<file path="src/rtl/core/ths_pkg.sv">
// Shared types and constants of the time-sliced packet histogram.
`default_nettype none
package ths_pkg;

  localparam int unsigned MS_PER_SECOND = 1000;
  localparam int unsigned DIV_W         = 10;
  localparam int unsigned DIVISOR_W     = 10;
  localparam int unsigned CNT_W         = 6;
  localparam int unsigned ADDR_W        = 5;

  // x / 1000 == (x * RECIP_MS) >> RECIP_SHIFT for every 32-bit x
  localparam logic [28:0] RECIP_MS    = 29'd274877907;
  localparam int unsigned RECIP_SHIFT = 38;
  localparam int unsigned Q1_W        = 23;
  localparam int unsigned Q2_W        = 13;

  localparam logic [2:0] REG_SLICE_MS        = 3'd0;
  localparam logic [2:0] REG_MIN_LENGTH      = 3'd1;
  localparam logic [2:0] REG_MODULE_MASK     = 3'd2;
  localparam logic [2:0] REG_TELEMETRY_CODE  = 3'd3;
  localparam logic [2:0] REG_COMMANDS_CODE   = 3'd4;
  localparam logic [2:0] REG_CONTROL_CODE    = 3'd5;
  localparam logic [2:0] REG_VIDEO_CODE      = 3'd6;
  localparam logic [2:0] REG_RETRANSMIT_MASK = 3'd7;

  typedef logic [9:0]  slice_t;
  typedef logic [11:0] length_t;
  typedef logic [7:0]  flags_t;
  typedef logic [23:0] cnt24_t;
  typedef logic [15:0] cnt16_t;

  typedef struct packed {
    cnt24_t bytes;
    cnt16_t video;
    cnt16_t video_retx;
    cnt16_t telemetry;
    cnt16_t commands;
  } entry_t;

endpackage
`default_nettype wire

</file>
<file path="src/rtl/core/ths_div.sv">
// Restoring divider, one quotient bit per cycle, small divisor.
`default_nettype none
module ths_div (
  input  wire logic                          clk,
  input  wire logic                          rst_n,
  input  wire logic                          start,
  input  wire logic [ths_pkg::DIV_W-1:0]     dividend,
  input  wire logic [ths_pkg::DIVISOR_W-1:0] divisor,
  input  wire logic [ths_pkg::CNT_W-1:0]     nbits,
  output logic                               done,
  output logic [ths_pkg::DIV_W-1:0]          quotient
);
  import ths_pkg::*;

  logic [DIV_W-1:0]     quo_r;
  logic [DIVISOR_W-1:0] rem_r;
  logic [DIVISOR_W-1:0] dsr_r;
  logic [CNT_W-1:0]     cnt_r;
  logic                 busy_r;
  logic                 done_r;
  logic [DIVISOR_W:0]   trial;
  logic [DIVISOR_W:0]   diff;
  logic                 ge;
  logic [CNT_W-1:0]     shamt;

  assign trial = {rem_r, quo_r[DIV_W-1]};
  assign ge    = trial >= {1'b0, dsr_r};
  assign diff  = trial - {1'b0, dsr_r};
  assign shamt = CNT_W'(DIV_W) - nbits;

  always_ff @(posedge clk) begin
    if (!rst_n) begin
      busy_r <= 1'b0;
      done_r <= 1'b0;
      cnt_r  <= '0;
    end else begin
      done_r <= 1'b0;
      if (start) begin
        busy_r <= 1'b1;
        cnt_r  <= nbits;
      end else if (busy_r) begin
        cnt_r <= cnt_r - 1'b1;
        if (cnt_r == CNT_W'(1)) begin
          busy_r <= 1'b0;
          done_r <= 1'b1;
        end
      end
    end
  end

  always_ff @(posedge clk) begin
    if (start) begin
      // left-align so the first step sees the top dividend bit
      quo_r <= dividend << shamt;
      rem_r <= '0;
      dsr_r <= divisor;
    end else if (busy_r) begin
      quo_r <= {quo_r[DIV_W-2:0], ge};
      rem_r <= ge ? diff[DIVISOR_W-1:0] : trial[DIVISOR_W-1:0];
    end
  end

  assign done     = done_r;
  assign quotient = quo_r;
endmodule
`default_nettype wire

</file>
<file path="config.mk">
export PLATFORM = sky130hd
export DESIGN_NAME = ths_div
export DESIGN_NICKNAME = d
export VERILOG_FILES = /design/src/rtl/core/ths_pkg.sv /design/src/rtl/core/ths_div.sv
export SDC_FILE = /design/constraint.sdc
export NUM_CORES = 1
export LEC_CHECK = 0
export BUFFER_PORTS_ARGS = -buffer_cell sky130_fd_sc_hd__buf_2
export CORE_MARGIN = 2
export CORE_UTILIZATION = 45
export DETAILED_ROUTE_END_ITERATION = 12
export GPL_ROUTABILITY_DRIVEN = 0
export PLACE_DENSITY = 0.66
export SKIP_CTS_REPAIR_TIMING = 1
export SYNTH_ARGS = -nofsm -noshare
export SYNTH_HDL_FRONTEND = slang
export SYNTH_SLANG_ARGS = --single-unit
</file>
<file path="constraint.sdc">
create_clock -name clk -period 7.4 [get_ports clk]
set_input_delay 0 -clock clk [delete_from_list [all_inputs] [get_ports clk]]
set_output_delay 0 -clock clk [all_outputs]
set_load 0.05 [all_outputs]
</file>
==> run summary <==
Routed Antenna Nets = 0
met3 usage = 4.66%
largest net degree at the start of global routing = 35
fin. max-slew vios = 0
Root Driver = clkbuf_8
post-layout min period = 2.78 ns
antenna violations before repair = 0
Core ar. = 5470 sq um
slew margin rel. = 35.0%
XOR/XNOR share of the synthesized area = 4.50%
synth unique cells = 51
Die Span Y = 79 microns
Crit Path Max Fanout = 16
largest family of logic cells by synthesized area = compound AO/OA/AOI/OAI gates
final wirelength = 5110 microns
CTS H-tree lvls = 2
initial DRC count = 72
die area = 6240 sq um
syn_area_per_cell = 9.27 sq um
kind of critical path = reg2reg
Area Overhead vs Synth = 15.2%
RSZ-0062 raised after global routing = no
Startpoint Class = flip-flop
FILL cells = 544
post-synthesis compound-gate area fraction = 19.4%
Tightest Pin Transition = 0.973 ns
Fin. Hold Viols = 0
CTS tree = yes
Max Freq = 0.360 GHz
DRC = 0
first-pass GRT wire length = 8890 microns
worst-path cell chain = inv_1 -> ha_1 -> a21o_1 -> a31oi_1 -> a21boi_1 -> o41a_1 -> or4_1 -> a311oi_1
leading cell types in the layout, fill and taps excluded = buf_2 (39), nor2_1 (31), a21oi_1 (22)
r2r setup slk = 4.62 ns
met2 Use GR = 27.0%
Hold EP = cnt_r[5]$_SDFFE_PN0P_
WP buf/inv = 1
chip width = 79 microns
Hold WC Path Type = in2reg
Sink Count = 38
via/cell ratio = 5.44
Syn Inst Count = 273
Initial Util = 46.3%
reg2reg path depth = 8
Largest stage delay, worst path = 0.65 ns
Setup Viol. Count Final = 0
simple-gate share of the synthesized area = 15.3%
IO Count = 40
Worst R2R Start = dsr_r[6]$_DFFE_PP_
Async SR Flop Fraction = 0%
period utilization = 37.6%
Crit path max-delay family = compound AO/OA/AOI/OAI gates
Worst Path Arrival = 2.97 ns
vias in the first global route = 1899
storage element area = 961 sq um
leakage power = 1.21 nW
Hold Slack = 0.00544 ns
net count after synthesis = 316
Hold Path Depth = 3
DPL Wire Length = 3640 microns
total track usage = 17.7%
yosys warns = 0
total gr overflow = 0
area of the multi-input gates = 1420 sq um
nets@finish = 355
layout cell share with drive strength beyond 1 = 16.9%
Max IR drop VDD = 0.000101 V
dpl ws = 4.64 ns
power per cell area = 195 nW/um^2
status = finished, final reports clean
#FFs+latches synth = 38
commonest non-fill, non-tap cell in the layout = buf_2
via count = 2096
Worst-path clk slew = 0.07 ns
Synth Area in Adders = 7.22%
top_reg_cell synth = edfxtp_1
busiest grt layer = met2
register area share after synthesis = 38.0%
GRT met1 Usage = 25.5%
FP Rows = 27
Setup WS post-layout = 4.62 ns
Reg-to-Reg End = rem_r[6]$_SDFFE_PP0P_
cell area after synthesis = 2530 sq um
Worst setup EP type = flip-flop
I/O Buffers = 39
post-synthesis mux area share = 9.49%
Hold Startpoint = nbits[5]
Initial DRT Pass Iterations = 4
Layout Skew = 0.00492 ns
Max Cap Viol = 0
CTS Buf Count = 5
# diodes = 0
Critical-path top delay cell = o41a_1
CTS Buffer Depth = 2
CP required = 7.60 ns
Clk Latency, worst-skew pair = 0.29 ns
EDFF count, synth = 20
routed len/inst = 13.3 microns
setup_tns = 0 ns
-- synthesized netlist by cell type, drive strengths merged, types with 5 or more instances --
| cell type | number | area (sq um) |
|---|---|---|
| nand4 | 6 | 37.5 |
| o21ai | 8 | 40.0 |
| a21oi | 23 | 126 |
| edfxtp | 20 | 601 |
| a31oi | 5 | 31.3 |
| nand2b | 5 | 31.3 |
| buf | 5 | 35.0 |
| nor2 | 31 | 116 |
| ha | 13 | 163 |
| xnor2 | 9 | 78.8 |
| clkbuf | 12 | 45.0 |
| nor3 | 7 | 35.0 |
| inv | 20 | 75.1 |
| a211oi | 11 | 82.6 |
| mux2i | 15 | 150 |
| nand2 | 11 | 41.3 |
| dfxtp | 18 | 360 |
| o2bb2ai | 8 | 70.1 |
-- worst max path at each step --
stage | startpoint | end | slack (ns) | cells after the start
final | dsr_r[6]$_DFFE_PP_ | rem_r[6]$_SDFFE_PP0P_ | 4.62 | 8
after global routing | dsr_r[6]$_DFFE_PP_ | rem_r[6]$_SDFFE_PP0P_ | 4.41 | 8
after floorplan | quotient[9]$_DFFE_PP_ | rem_r[6]$_SDFFE_PP0P_ | 4.67 | 9
after CTS | dsr_r[6]$_DFFE_PP_ | rem_r[6]$_SDFFE_PP0P_ | 4.63 | 8
after global placement | dsr_r[6]$_DFFE_PP_ | rem_r[6]$_SDFFE_PP0P_ | 4.69 | 8
after detailed placement | dsr_r[6]$_DFFE_PP_ | rem_r[6]$_SDFFE_PP0P_ | 4.64 | 8
-- cell type report --
class,count,area share [%]
clock buffer,5,2.36
clock inverter,3,0.386
inverter,20,2.57
multi-input combinational,198,48.5
sequential,38,32.9
tap,72,3.09
timing repair buffer,49,10.1
-- registers in the layout, summed over array words and instances (netlist names) --
signal / flops
busy_r: 1
cnt_r: 6
done: 1
dsr_r: 10
rem_r: 10
quotient: 10
-- tightest hold or removal path: cells and delay by family --
| kind | cells | cell delay, ns |
|---|---|---|
| AOI/OAI and AO/OA | 1 | 0.05 |
| buffers and inverters | 1 | 0.12 |
| and+or+nand+nor | 1 | 0.08 |
-- stage by stage --
stage | power, mW | cell area (sq um) | utilization, % | std cells
after floorplan | 0.402 | 2530 | - | 273
after global placement | 0.436 | 2740 | 50.0 | 367
after detailed placement | 0.437 | 2740 | 50.0 | 367
after CTS | 0.572 | 2820 | 51.5 | 375
after global routing | 0.608 | 2920 | 53.3 | 385
final | 0.570 | 2920 | 53.3 | 385
-- power by group --
part,leakage (nW),internal [mW],total [mW],switching (mW)
clock,0.0407,0.0629,0.133,0.0698
combinational,0.820,0.0734,0.180,0.106
sequential,0.353,0.242,0.257,0.0147
-- metal layers --
layer  up-vias  part of all wire (%)  wire, microns
li1       1083                     -              -
met1       974                    51           2630
met2        35                    44           2250
met3         4                   3.7            191
met4         0                  0.70             36
met5         -                     0              0
-- cells by family (layout without fill, tap and decap cells) --
| logic type | count (synthesis) | count (layout) |
|---|---|---|
| compound gates | 72 | 72 |
| mux | 21 | 21 |
| buf+inv | 37 | 77 |
| flops | 38 | 38 |
| xor+xnor | 13 | 13 |
| simple gates | 78 | 78 |
| fa+ha+maj | 14 | 14 |
Note: power is estimated with default switching activity, not from simulation.
